--- config.mk ---
export PLATFORM = sky130hd
export DESIGN_NAME = ppm_frame_generator
export DESIGN_NICKNAME = d
export VERILOG_FILES = /design/src/hw/rtl/ppmfg_pkg.sv /design/src/hw/rtl/ppmfg_ram.sv /design/src/hw/rtl/ppm_frame_generator.sv
export SDC_FILE = /design/constraint.sdc
export NUM_CORES = 1
export LEC_CHECK = 0
export BUFFER_PORTS_ARGS = -buffer_cell sky130_fd_sc_hd__buf_2
export CORE_ASPECT_RATIO = 0.6
export CORE_MARGIN = 2
export CORE_UTILIZATION = 40
export DETAILED_ROUTE_END_ITERATION = 8
export MAX_ROUTING_LAYER = met4
export PLACE_DENSITY = 0.52
export SLEW_MARGIN = 20
export SYNTH_ARGS = -nofsm -noshare
export SYNTH_HDL_FRONTEND = slang
export SYNTH_SLANG_ARGS = --single-unit
--- constraint.sdc ---
create_clock -name clock -period 24.8 [get_ports clock]
set_input_delay 7.44 -clock clock [delete_from_list [all_inputs] [get_ports clock]]
set_output_delay 7.44 -clock clock [all_outputs]
set_load 0.05 [all_outputs]
--- src/hw/rtl/ppmfg_pkg.sv ---
// Shared types and constants for the PPM frame generator.
package ppmfg_pkg;

   // Fixed field widths of the request, result and register interface.
   localparam int CH_INDEX_BITS     = 3;
   localparam int CH_VALUE_BITS     = 12;
   localparam int FRAME_LENGTH_BITS = 16;
   localparam int GAP_BITS          = 12;
   localparam int CSR_ADDR_BITS     = 3;
   localparam int CSR_DATA_BITS     = 32;

   // Reset values.
   localparam int RESET_CH_VALUE     = 1500;
   localparam int RESET_FRAME_LENGTH = 22500;
   localparam int RESET_GAP_WIDTH    = 300;

   // Request word operations.
   typedef enum logic [0:0] {
      OP_TICK = 1'b0,
      OP_LOAD = 1'b1
   } op_type;

   // Register index, taken from paddr bit 2 (registers sit 4 bytes apart).
   typedef enum logic [0:0] {
      REG_FRAME_LENGTH = 1'b0,
      REG_GAP_WIDTH    = 1'b1
   } reg_index_type;

endpackage

--- src/hw/rtl/ppmfg_ram.sv ---
// Generic synchronous RAM: one write port, two registered read ports, read-first.
module ppmfg_ram #(
   parameter int WIDTH = 12,
   parameter int DEPTH = 16
) (
   input  logic                     clock,
   input  logic                     wr_en,
   input  logic [$clog2(DEPTH)-1:0] wr_addr,
   input  logic [WIDTH-1:0]         wr_data,
   input  logic [$clog2(DEPTH)-1:0] rd_a_addr,
   output logic [WIDTH-1:0]         rd_a_data,
   input  logic [$clog2(DEPTH)-1:0] rd_b_addr,
   output logic [WIDTH-1:0]         rd_b_data
);

   logic [WIDTH-1:0] mem_ff [DEPTH];
   logic [WIDTH-1:0] rd_a_data_ff;
   logic [WIDTH-1:0] rd_b_data_ff;

   // Reads sample the array before this edge's write lands.
   always_ff @(posedge clock) begin
      if (wr_en) begin
         mem_ff[wr_addr] <= wr_data;
      end
      rd_a_data_ff <= mem_ff[rd_a_addr];
      rd_b_data_ff <= mem_ff[rd_b_addr];
   end

   assign rd_a_data = rd_a_data_ff;
   assign rd_b_data = rd_b_data_ff;

endmodule

--- src/hw/rtl/ppm_frame_generator.sv ---
// Top level of the PPM frame generator: handshake, segment sequencer and channel store.
//
// Usage: every request word is either a one-microsecond tick (OP_TICK) or a channel
// load (OP_LOAD). Each accepted word yields exactly one result word carrying the
// pin level after that word and a frame_start flag that is high on the tick that
// begins a frame's sync pulse. A frame is the sync pulse (high), then for each
// channel a low gap and a high pulse so the channel interval equals its value, then
// a closing low gap. Loaded values take effect at the next frame start.
// Throughput is one word per cycle unless req_stall is high; each result is registered
// in the output or the skid register. The rate is set by the channel RAM, whose two
// read ports serve the next channel's value and the old pending value of a load in the
// same cycle, so ticks and loads can interleave freely. The result side has an output
// register and a one-word skid register: req_stall rises only when both hold a word, so
// requests keep flowing until the skid register fills after the receiver stalls.
// Configuration sits on an APB-style port: frame_length at byte 0 and gap_width at
// byte 4, to be written by the user only while the block is idle; the block itself does
// not enforce it. Reset (synchronous) sets frame_length to 22500, gap_width to 300,
// every channel to 1500, and parks the sequencer so that the first tick starts a frame.
// No RAM clearing pass is needed: per-entry written bits stand in for the reset value.
module ppm_frame_generator #(
   parameter int NUM_CHANNELS = 8,
   parameter int VALUE_BITS   = 12
) (
   input  logic                                    clock,
   input  logic                                    reset,
   // Request channel.
   input  logic                                    req_valid,
   output logic                                    req_stall,
   input  ppmfg_pkg::op_type                       req_operation,
   input  logic [ppmfg_pkg::CH_INDEX_BITS-1:0]     req_channel_index,
   input  logic [ppmfg_pkg::CH_VALUE_BITS-1:0]     req_channel_value,
   // Result channel.
   output logic                                    rsp_valid,
   input  logic                                    rsp_stall,
   output logic                                    rsp_pin_level,
   output logic                                    rsp_frame_start,
   // Configuration port.
   input  logic                                    psel,
   input  logic                                    penable,
   input  logic                                    pwrite,
   input  logic [ppmfg_pkg::CSR_ADDR_BITS-1:0]     paddr,
   input  logic [ppmfg_pkg::CSR_DATA_BITS-1:0]     pwdata,
   output logic [ppmfg_pkg::CSR_DATA_BITS-1:0]     prdata,
   output logic                                    pready
);

   import ppmfg_pkg::*;

   // Channel store geometry: two banks per channel, address = {bank, channel}.
   localparam int CH_BITS   = (NUM_CHANNELS > 1) ? $clog2(NUM_CHANNELS) : 1;
   localparam int RAM_ABITS = CH_BITS + 1;
   localparam int RAM_DEPTH = 1 << RAM_ABITS;
   // Segment sequence: sync, then gap and pulse per channel, then closing gap.
   localparam int SEG_COUNT = 2 * NUM_CHANNELS + 2;
   localparam int SEG_BITS  = $clog2(SEG_COUNT);
   localparam logic [SEG_BITS-1:0] LAST_SEG = SEG_BITS'(SEG_COUNT - 1);
   // Arithmetic widths.
   localparam int SUM_BITS = VALUE_BITS + $clog2(NUM_CHANNELS + 1);
   localparam int CMP_BITS = ((SUM_BITS > FRAME_LENGTH_BITS) ? SUM_BITS
                                                             : FRAME_LENGTH_BITS) + 2;
   localparam int VG_BITS  = (VALUE_BITS > GAP_BITS) ? VALUE_BITS : GAP_BITS;
   localparam logic [VALUE_BITS-1:0] RST_VAL = VALUE_BITS'(RESET_CH_VALUE);
   localparam logic [SUM_BITS-1:0]   RST_SUM = SUM_BITS'(NUM_CHANNELS
                                                         * (RESET_CH_VALUE % (1 << VALUE_BITS)));

   // ---------------------------------------------------------------------------
   // Configuration registers.
   // ---------------------------------------------------------------------------
   logic [FRAME_LENGTH_BITS-1:0] frame_length_ff, frame_length_in;
   logic [GAP_BITS-1:0]          gap_width_ff, gap_width_in;
   logic                         csr_write;
   reg_index_type                csr_index;

   assign pready    = 1'b1;
   assign csr_write = psel && penable && pwrite && pready;
   assign csr_index = reg_index_type'(paddr[2]);

   always_comb begin
      frame_length_in = frame_length_ff;
      gap_width_in    = gap_width_ff;
      if (csr_write) begin
         case (csr_index)
            REG_FRAME_LENGTH: frame_length_in = pwdata[FRAME_LENGTH_BITS-1:0];
            REG_GAP_WIDTH:    gap_width_in    = pwdata[GAP_BITS-1:0];
            default: ;
         endcase
      end
   end

   always_comb begin
      case (csr_index)
         REG_FRAME_LENGTH: prdata = CSR_DATA_BITS'(frame_length_ff);
         REG_GAP_WIDTH:    prdata = CSR_DATA_BITS'(gap_width_ff);
         default:          prdata = '0;
      endcase
   end

   always_ff @(posedge clock) begin
      if (reset) begin
         frame_length_ff <= FRAME_LENGTH_BITS'(RESET_FRAME_LENGTH);
         gap_width_ff    <= GAP_BITS'(RESET_GAP_WIDTH);
      end else begin
         frame_length_ff <= frame_length_in;
         gap_width_ff    <= gap_width_in;
      end
   end

   // ---------------------------------------------------------------------------
   // Handshake and request decode.
   // ---------------------------------------------------------------------------
   logic out_vld_ff, out_vld_in;
   logic skid_vld_ff, skid_vld_in;
   logic out_pin_ff, out_pin_in, out_start_ff, out_start_in;
   logic skid_pin_ff, skid_pin_in, skid_start_ff, skid_start_in;
   logic acc, tick, load, out_take;
   logic res_pin, res_start;

   assign req_stall = skid_vld_ff;
   assign acc       = req_valid && !skid_vld_ff;
   assign tick      = acc && (req_operation == OP_TICK);
   assign load      = acc && (req_operation == OP_LOAD);
   assign out_take  = out_vld_ff && !rsp_stall;

   // ---------------------------------------------------------------------------
   // Channel bookkeeping. Each channel owns two RAM entries. act_bank names the
   // entry that holds the value in use this frame; a load always writes the other
   // entry and marks the channel dirty. At a frame start every dirty channel
   // swaps banks, which is the pending-to-active copy without a sweep. Entries
   // never written read as the reset value through the written bits.
   // ---------------------------------------------------------------------------
   logic [NUM_CHANNELS-1:0] act_bank_ff, act_bank_in;
   logic [NUM_CHANNELS-1:0] dirty_ff, dirty_in;
   logic [RAM_DEPTH-1:0]    written_ff, written_in;

   logic [CH_BITS-1:0]    ld_ch;
   logic                  ld_in_range;
   logic                  ld_we;
   logic [RAM_ABITS-1:0]  wr_addr, rd_b_addr;
   logic [VALUE_BITS-1:0] wr_data;

   // Pending-sum maintenance runs in the cycle after the load that caused it.
   logic                  upd_vld_ff, upd_vld_in;
   logic [VALUE_BITS-1:0] upd_new_ff;
   logic                  upd_old_ok_ff;
   logic [VALUE_BITS-1:0] rd_b_data, upd_old;
   logic [SUM_BITS-1:0]   pending_sum_ff, pending_sum_in, sum_delta;

   assign ld_in_range = (32'(req_channel_index) < NUM_CHANNELS);
   assign ld_ch       = ld_in_range ? CH_BITS'(req_channel_index) : '0;
   assign ld_we       = load && ld_in_range;
   assign wr_addr     = {~act_bank_ff[ld_ch], ld_ch};
   assign rd_b_addr   = {dirty_ff[ld_ch] ? ~act_bank_ff[ld_ch] : act_bank_ff[ld_ch], ld_ch};
   assign wr_data     = VALUE_BITS'(req_channel_value);
   assign upd_vld_in  = ld_we;

   assign upd_old   = upd_old_ok_ff ? rd_b_data : RST_VAL;
   assign sum_delta = upd_vld_ff ? (SUM_BITS'(upd_new_ff) - SUM_BITS'(upd_old)) : '0;
   // Forwarded so a frame start right after a load sees the new value.
   assign pending_sum_in = pending_sum_ff + sum_delta;

   // ---------------------------------------------------------------------------
   // Segment sequencer.
   // ---------------------------------------------------------------------------
   logic [SEG_BITS-1:0]          segment_index_ff, segment_index_in;
   logic [FRAME_LENGTH_BITS-1:0] remaining_ff, remaining_in;
   logic                         level_ff, level_in;

   logic                         seg_begin, frame_go;
   logic [GAP_BITS-1:0]          gap_e;
   logic [CMP_BITS-1:0]          sync_diff;
   logic                         sync_short;
   logic [FRAME_LENGTH_BITS-1:0] sync_len, gap_len, chan_len, seg_len, rem_next;
   logic                         seg_high;

   logic [RAM_ABITS-1:0]  rd_a_addr, rd_a_addr_ff;
   logic [CH_BITS-1:0]    rd_a_ch;
   logic [SEG_BITS-1:0]   rd_a_half;
   logic [VALUE_BITS-1:0] rd_a_data, chan_val;
   logic [VG_BITS-1:0]    v_ext, g_ext;

   assign gap_e     = (gap_width_ff == '0) ? GAP_BITS'(1) : gap_width_ff;
   assign gap_len   = FRAME_LENGTH_BITS'(gap_e);
   assign seg_begin = (remaining_ff == '0);
   assign frame_go  = tick && seg_begin && (segment_index_ff == '0);

   // Sync length: frame_length - sum - gap, but never shorter than one gap.
   assign sync_diff  = CMP_BITS'(frame_length_ff) - CMP_BITS'(pending_sum_in)
                       - CMP_BITS'(gap_e);
   assign sync_short = sync_diff[CMP_BITS-1] || (sync_diff < CMP_BITS'(gap_e));
   assign sync_len   = sync_short ? gap_len : sync_diff[FRAME_LENGTH_BITS-1:0];

   // The channel pulse value was prefetched last cycle; pulse is value - gap,
   // and one tick when the value does not exceed the gap.
   assign chan_val = written_ff[rd_a_addr_ff] ? rd_a_data : RST_VAL;
   assign v_ext    = VG_BITS'(chan_val);
   assign g_ext    = VG_BITS'(gap_e);
   assign chan_len = (v_ext > g_ext) ? FRAME_LENGTH_BITS'(v_ext - g_ext)
                                     : FRAME_LENGTH_BITS'(1);

   always_comb begin
      if (segment_index_ff == '0) begin
         seg_len  = sync_len;
         seg_high = 1'b1;
      end else if (segment_index_ff[0]) begin
         seg_len  = gap_len;
         seg_high = 1'b0;
      end else begin
         seg_len  = chan_len;
         seg_high = 1'b1;
      end
   end

   // Every segment length is at least one, so the decrement never underflows.
   assign rem_next = (seg_begin ? seg_len : remaining_ff) - FRAME_LENGTH_BITS'(1);

   always_comb begin
      segment_index_in = segment_index_ff;
      remaining_in     = remaining_ff;
      level_in         = level_ff;
      if (tick) begin
         remaining_in = rem_next;
         if (seg_begin) begin
            level_in = seg_high;
         end
         if (rem_next == '0) begin
            segment_index_in = (segment_index_ff == LAST_SEG) ? '0
                                                              : segment_index_ff + 1'b1;
         end
      end
   end

   // Bank swap at a frame start, bank marking on a load.
   always_comb begin
      act_bank_in = act_bank_ff;
      dirty_in    = dirty_ff;
      written_in  = written_ff;
      if (frame_go) begin
         act_bank_in = act_bank_ff ^ dirty_ff;
         dirty_in    = '0;
      end
      if (ld_we) begin
         dirty_in[ld_ch]     = 1'b1;
         written_in[wr_addr] = 1'b1;
      end
   end

   // Prefetch address follows the next state, so the value of the channel whose
   // pulse may start on the next word is ready in the RAM's output register.
   assign rd_a_half = (segment_index_in >> 1) - SEG_BITS'(1);
   assign rd_a_ch   = (32'(rd_a_half) < NUM_CHANNELS) ? CH_BITS'(rd_a_half) : '0;
   assign rd_a_addr = {act_bank_in[rd_a_ch], rd_a_ch};

   ppmfg_ram #(
      .WIDTH (VALUE_BITS),
      .DEPTH (RAM_DEPTH)
   ) u_ch_ram (
      .clock     (clock),
      .wr_en     (ld_we),
      .wr_addr   (wr_addr),
      .wr_data   (wr_data),
      .rd_a_addr (rd_a_addr),
      .rd_a_data (rd_a_data),
      .rd_b_addr (rd_b_addr),
      .rd_b_data (rd_b_data)
   );

   // ---------------------------------------------------------------------------
   // Result word and output buffering.
   // ---------------------------------------------------------------------------
   assign res_pin   = level_in;
   assign res_start = frame_go;

   always_comb begin
      out_vld_in    = out_vld_ff;
      out_pin_in    = out_pin_ff;
      out_start_in  = out_start_ff;
      skid_vld_in   = skid_vld_ff;
      skid_pin_in   = skid_pin_ff;
      skid_start_in = skid_start_ff;
      if (!out_vld_ff || out_take) begin
         if (skid_vld_ff) begin
            out_vld_in   = 1'b1;
            out_pin_in   = skid_pin_ff;
            out_start_in = skid_start_ff;
            skid_vld_in  = 1'b0;
         end else if (acc) begin
            out_vld_in   = 1'b1;
            out_pin_in   = res_pin;
            out_start_in = res_start;
         end else begin
            out_vld_in = 1'b0;
         end
      end else if (acc) begin
         skid_vld_in   = 1'b1;
         skid_pin_in   = res_pin;
         skid_start_in = res_start;
      end
   end

   assign rsp_valid       = out_vld_ff;
   assign rsp_pin_level   = out_pin_ff;
   assign rsp_frame_start = out_start_ff;

   // ---------------------------------------------------------------------------
   // Registers.
   // ---------------------------------------------------------------------------
   always_ff @(posedge clock) begin
      if (reset) begin
         out_vld_ff       <= 1'b0;
         skid_vld_ff      <= 1'b0;
         act_bank_ff      <= '0;
         dirty_ff         <= '0;
         written_ff       <= '0;
         upd_vld_ff       <= 1'b0;
         pending_sum_ff   <= RST_SUM;
         segment_index_ff <= '0;
         remaining_ff     <= '0;
         level_ff         <= 1'b0;
      end else begin
         out_vld_ff       <= out_vld_in;
         skid_vld_ff      <= skid_vld_in;
         act_bank_ff      <= act_bank_in;
         dirty_ff         <= dirty_in;
         written_ff       <= written_in;
         upd_vld_ff       <= upd_vld_in;
         pending_sum_ff   <= pending_sum_in;
         segment_index_ff <= segment_index_in;
         remaining_ff     <= remaining_in;
         level_ff         <= level_in;
      end
   end

   always_ff @(posedge clock) begin
      out_pin_ff    <= out_pin_in;
      out_start_ff  <= out_start_in;
      skid_pin_ff   <= skid_pin_in;
      skid_start_ff <= skid_start_in;
      upd_new_ff    <= wr_data;
      upd_old_ok_ff <= written_ff[rd_b_addr];
      rd_a_addr_ff  <= rd_a_addr;
   end

   // ---------------------------------------------------------------------------
   // Assertions.
   // ---------------------------------------------------------------------------
   // The skid register only fills behind a held output word.
   assert property (@(posedge clock) disable iff (reset) skid_vld_ff |-> out_vld_ff)
      else $error("skid word held without an output word");

   // A frame always opens with the sync pulse high.
   assert property (@(posedge clock) disable iff (reset)
                    rsp_valid && rsp_frame_start |-> rsp_pin_level)
      else $error("frame start reported with the pin low");

   // Every pending value is promoted at a frame start.
   assert property (@(posedge clock) disable iff (reset) frame_go |=> (dirty_ff == '0))
      else $error("dirty channel left after a frame start");

   // A load never moves the waveform.
   assert property (@(posedge clock) disable iff (reset)
                    load |=> (level_ff == $past(level_ff))
                             && (segment_index_ff == $past(segment_index_ff))
                             && (remaining_ff == $past(remaining_ff)))
      else $error("load word disturbed the segment sequencer");

endmodule
==> impl_metrics.ini, run 1 <==
[synth]
synth_mux_area_share_pct = 14.4
synth_top_family_by_area = compound AO/OA/AOI/OAI gates
synthArstFlopShare_pct = 0
avgSynthCellArea_sq_um = 11.0
synth-seq-cells = 338
ys_top_cells_by_area = edfxtp_1 (30%), dfxtp_1 (14%), mux4_2 (8.5%)
synthAdderAreaFrac_pct = 5.75
yosys.cell_types.count = 113
synth-simple-area-share_pct = 13.5
synth_flop_cell = edfxtp_1
synth_top_area_share_pct = 30.0
seq_area_frac_synth_pct = 44.4
synth_compound_gate_area_share_pct = 14.6
yosysWarnings = 0
synth_xor_area_share_pct = 3.50
yosys.area.top_type = edfxtp_1
synth-edff-count = 196
syn_area_sq_um = 19700
syn_inst = 1785

[global_route]
antenna_found_initial = 4
grt_pass1_vias = 13700
grt_start_max_net_pins = 77
grt_first_pass_wirelength_mm = 88.9
grt_overflow = 0
grt_use_total_pct = 23.9

[sta]
finalHoldViolations = 0
slew_viol_final = 0
rsz0062_at_grt = false
period_minus_slack_ns = 16.13
fin_setup_tns_ns = 0
worst_hold_slack_ns = 0.460
fin_worst_skew_ns = 0.0175
setup_violations = 0
relSlewSlack_pct = 23.9
max_freq_ghz = 0.0620
fin_crit_sh_pct = 65.0
worst_slew_pin_slew_ns = 1.11

[critical_path]
end_kind = output pin
worstPathMaxFanout = 22
r2r_end = u_ch_ram.rd_a_data[7]
r2r_cells = 50
start_kind = input pin
path_cells = buf_2 > o21ai_0 > buf_2
r2r-start = upd_old_ok_ff
crit_slowest_cell = o21ai_0
crit_start = paddr[2]
criticalPathCategory = in2out
required_ns = 17.36
crit_arrival_ns = 8.69
crit_path_frequent_cell = buf_2
slowest_delay_ns = 0.61
reg2reg_slack_ns = 9.68

[power_and_ir_drop]
p_leak_uw = 0.00845
powerDensity_nw_per_um2 = 77.5
vdd_drop_max_mv = 0.0411

[clock_network]
root_buffer = clkbuf_16
tritoncts = yes
cts_setup_buffers = 0
cts_buffers = 35
clkLatencyLatePin_ns = 0.55
clk_pin_slew_ns = 0.05
holdBufCountCts = 0
ctsHtreeMaxLevel = 2
clock-sinks = 338
cts_resized = 0
clockBufferDepth = 3

[final_layout]
final_cell_mix = edfxtp_1 (196), nor2_1 (149), dfxtp_1 (142), nand2_1 (134), a21oi_1 (92)
fin_cells = 2489
regArea_sq_um = 8730
nFillCells = 4512
design_area_sq_um = 21700
final_common_cell = edfxtp_1
fin_nets = 1964
drive_above_1_share_pct = 15.3
final_util_pct = 45.0
multi_input_area_sq_um = 10300
area_growth_pct = 10.4

[floorplanning]
die_w_um = 290
fp-row-count = 62
chipHeight_um = 176
dieArea_sq_um = 51000
pin_count = 95
core_area_sq_um = 48200
start_util_pct = 40.8

[detailed_routing]
routed_via_density = 5.91
vias = 14700
drt_iter0_drc = 1480
antenna_left = 0
drt-total-wl_mm = 60.4
wl_per_cell_um = 24.3
drc_errors = 0
dr.pass1.iters = 5

[min_path]
holdCritStartpoint = frame_length_ff[0]
min_delay_path_depth = 2
min_path_type = reg2reg
min_to = frame_length_ff[0]

[job]
drv_cap = 0

[placed_design]
hpwl_mm = 42.0
place.gp.congestion = 0.907
dp.cells = 2425
portBuffers = 59
placed_area_sq_um = 20500

[outcome]
status = finished clean
-- synth_stat cells, types with 18 or more instances --
library cell  instances
dfxtp_1             142
o21ai_0              40
buf_4                26
and2_1               47
nor2b_1              34
nor3_1               29
ha_1                 79
mux4_2               74
xnor2_1              42
edfxtp_1            196
nand3_1              26
a221oi_1             19
a21oi_1              93
a22oi_1              18
xor2_1               32
nand2_1             134
a21o_1               28
nand2b_1             29
inv_1                56
a211oi_1             42
clkbuf_1             46
mux2i_1              79
nor2_1              156
o21a_1               24
-- critical path, delay by kind of cell --
kind | cells | cell delay [ns]
buffers and inverters | 2 | 0.63
AOI/OAI and AO/OA | 1 | 0.61
-- per-layer routing --
metal  vias to the layer above  global-route usage (%)  wire length, um
met2                       566                    29.8            22900
li1                       6748                       -                -
met1                      7327                    38.6            31400
met5                         -                       -                0
met4                         0                    4.82              971
met3                        67                    4.69             5090
-- stage by stage --
step | worst slack (ns) | power (uW)
after floorplan | 8.64 | 1010
after global placement | 8.67 | 1130
after detailed placement | 8.68 | 1130
after CTS | 8.69 | 1680
after global routing | 8.67 | 1760
final | 8.67 | 1680
-- power by group --
part / internal, uW / total [uW] / switching, uW / leakage, uW
clock: 306 / 540 / 235 / 0.000550
combinational: 196 / 520 / 324 / 0.00496
sequential: 608 / 620 / 12.1 / 0.00293
total: 1110 / 1680 / 570 / 0.00845
-- cell type report --
type                            count  area share (%)
Multi-Input combinational cell   1297            47.4
Sequential cell                   338            40.2
Clock buffer                       42            4.20
Tap cell                          640            3.69
Timing Repair Buffer               89            2.41
Inverter                           61            1.06
Clock inverter                     21            1.03
Antenna cell                        1          0.0115
-- registers in the layout (all words and copies together) (netlist names), 12 cells and up --
signal,flops
remaining_ff,16
gap_width_ff,12
frame_length_ff,16
written_ff,16
pending_sum_ff,16
u_ch_ram.mem_ff,192
upd_new_ff,12
u_ch_ram.rd_b_data,12
u_ch_ram.rd_a_data,12
-- worst max-delay path by stage --
stage | to | slack [ns]
after floorplan | prdata[0] | 8.64
after global placement | prdata[1] | 8.67
after detailed placement | prdata[1] | 8.68
after CTS | prdata[1] | 8.69
after global routing | prdata[1] | 8.67
final | prdata[1] | 8.67
-- cells by family after synthesis --
family,Yosys count
muxes,182
adders and majority gates,88
AOI/OAI and AO/OA,399
DFF,338
xor gates and xnor gates,76
and+or+nand+nor,535
buffers and inverters,165
other,2
Power figures use the tool's default switching activity.
==> run 2, diff against run 1 <==
- PLACE_DENSITY: 0.52 -> 0.54
- clock period: 24.8 -> 13.4 ns (I/O delays scaled with it)
==> run 2 against run 1 <==
  * Critical path type is now reg2reg
  * Via count up 0.22%
  * Die area unchanged
  * Clock skew up 0.0099 ns
  * Wire length up 0.48%
  * Total power up 87%
  * Clock power up 91%
  * Flip-flop and latch count unchanged
==> impl_metrics.ini, run 2 (synthesized netlist as in run 1, its figures left out) <==
[critical_path]
start_kind = flip-flop
crit_slowest_cell = or4_4
crit_path_frequent_cell = ha_1
required_ns = 13.78
end_kind = flip-flop
crit_arrival_ns = 13.01
worstPathMaxFanout = 13
slowest_delay_ns = 0.51
criticalPathCategory = reg2reg

[sta]
fin_worst_skew_ns = 0.0274
worst_slew_pin_slew_ns = 1.01
finalHoldViolations = 0
relSlewSlack_pct = 32.4
fin_crit_sh_pct = 94.2
slew_viol_final = 0
rsz0062_at_grt = false
setup_violations = 0
period_minus_slack_ns = 12.63
fin_setup_tns_ns = 0
max_freq_ghz = 0.0792
worst_hold_slack_ns = 0.470

[clock_network]
clkLatencyLatePin_ns = 0.55
ctsHtreeMaxLevel = 2
clk_pin_slew_ns = 0.07
tritoncts = yes
clock-sinks = 338
cts_buffers = 36
clockBufferDepth = 3
root_buffer = clkbuf_16

[final_layout]
final_util_pct = 45.6
fin_nets = 1983
final_cell_mix = edfxtp_1 (196), nor2_1 (150), dfxtp_1 (142), nand2_1 (134), a21oi_1 (92)
area_growth_pct = 11.7
largest_register_ffs = 192
regMostFlops = u_ch_ram.mem_ff
nFillCells = 4433
final_common_cell = edfxtp_1
design_area_sq_um = 21900
drive_above_1_share_pct = 16.6

[floorplanning]
chipHeight_um = 176
start_util_pct = 40.8
dieArea_sq_um = 51000
fp-row-count = 62
pin_count = 95
die_w_um = 290
core_area_sq_um = 48200

[detailed_routing]
routed_via_density = 5.88
vias = 14700
drt-total-wl_mm = 60.7
dr.pass1.iters = 5
drc_errors = 0
wl_per_cell_um = 24.2
drt_iter0_drc = 1452
antenna_left = 0

[power_and_ir_drop]
p_leak_uw = 0.00858
powerDensity_nw_per_um2 = 143
vdd_drop_max_mv = 0.0831
power_uw = 3150

[placed_design]
place.gp.congestion = 0.913
portBuffers = 59
placed_area_sq_um = 20700
hpwl_mm = 42.3

[global_route]
grt_first_pass_wirelength_mm = 89.7
grt_overflow = 0
grt_pass1_vias = 14100
grt_use_total_pct = 24.1
antenna_found_initial = 6
grt_start_max_net_pins = 77

[min_path]
min_path_type = reg2reg

[job]
drv_cap = 0

[outcome]
status = finished clean
-- run 2: changes by cell type in the layout (fill, tap and decap cells not counted), moves of 2 or more --
cell,change
buf_12,+5
buf_4,+13
clkbuf_1,-4
clkinv_1,-2
clkinv_2,+2
clkinvlp_4,+4
-- run 2: worst paths after layout --
path / startpoint / endpoint / slack (ns) / cells past startpoint
setup / recovery: upd_old_ok_ff / u_ch_ram.rd_a_data[9] / 0.77 / 51
hold / removal: remaining_ff[13] / remaining_ff[13] / 0.47 / 2
setup reg to reg: upd_old_ok_ff / u_ch_ram.rd_a_data[9] / 0.77 / 51
hold reg to reg: remaining_ff[13] / remaining_ff[13] / 0.47 / 2
-- run 2: power breakdown --
| group | internal [uW] | total [uW] | switching (uW) |
|---|---|---|---|
| registers | 1130 | 1150 | 23.0 |
| logic | 376 | 969 | 593 |
| clock network | 591 | 1030 | 436 |
| total | 2090 | 3150 | 1050 |
-- run 2: worst max-delay path, delay by kind of cell (launching register included) --
family,cells,cell delay [ns]
buf+inv,4,0.65
fa+ha+maj,8,2.49
simple gates,15,3.07
xor+xnor,4,0.87
compound gates,16,3.75
flops,1,0.32
mux,4,1.23
-- run 2: area by class of cell --
cell class                      instances  area (sq um)  area share [%]
Multi-Input combinational cell       1297         10300            46.8
Sequential cell                       338          8730            39.8
Clock buffer                           38           908            4.14
Tap cell                              640           801            3.65
Timing Repair Buffer                  107           721            3.28
Clock inverter                         26           278            1.27
Inverter                               61           229            1.04
Antenna cell                            1          2.50          0.0114
-- run 2: routing by layer --
layer	wire length, um	global-route usage, %	share of wire [%]	vias to the layer above
met5	0	-	0	-
met4	942	4.56	1.6	0
met2	23300	31.1	38	579
met1	31000	37.8	51	7295
met3	5430	5.25	8.9	79
li1	-	-	-	6787
-- run 2: stage by stage --
step,setup WS [ns],std cells
2_1_floorplan,1.69,1800
3_3_place_gp,0.948,2440
3_5_place_dp,0.876,2440
4_1_cts,0.744,2504
5_1_grt,0.0203,2508
6_report,0.773,2508
-- run 2: what timing repair did --
item / CTS / global route
endpoints found under the setup margin: 0 / 12
hold buffers: 0 / 0
setup buffers: 0 / 3
resized for setup: 0 / 4
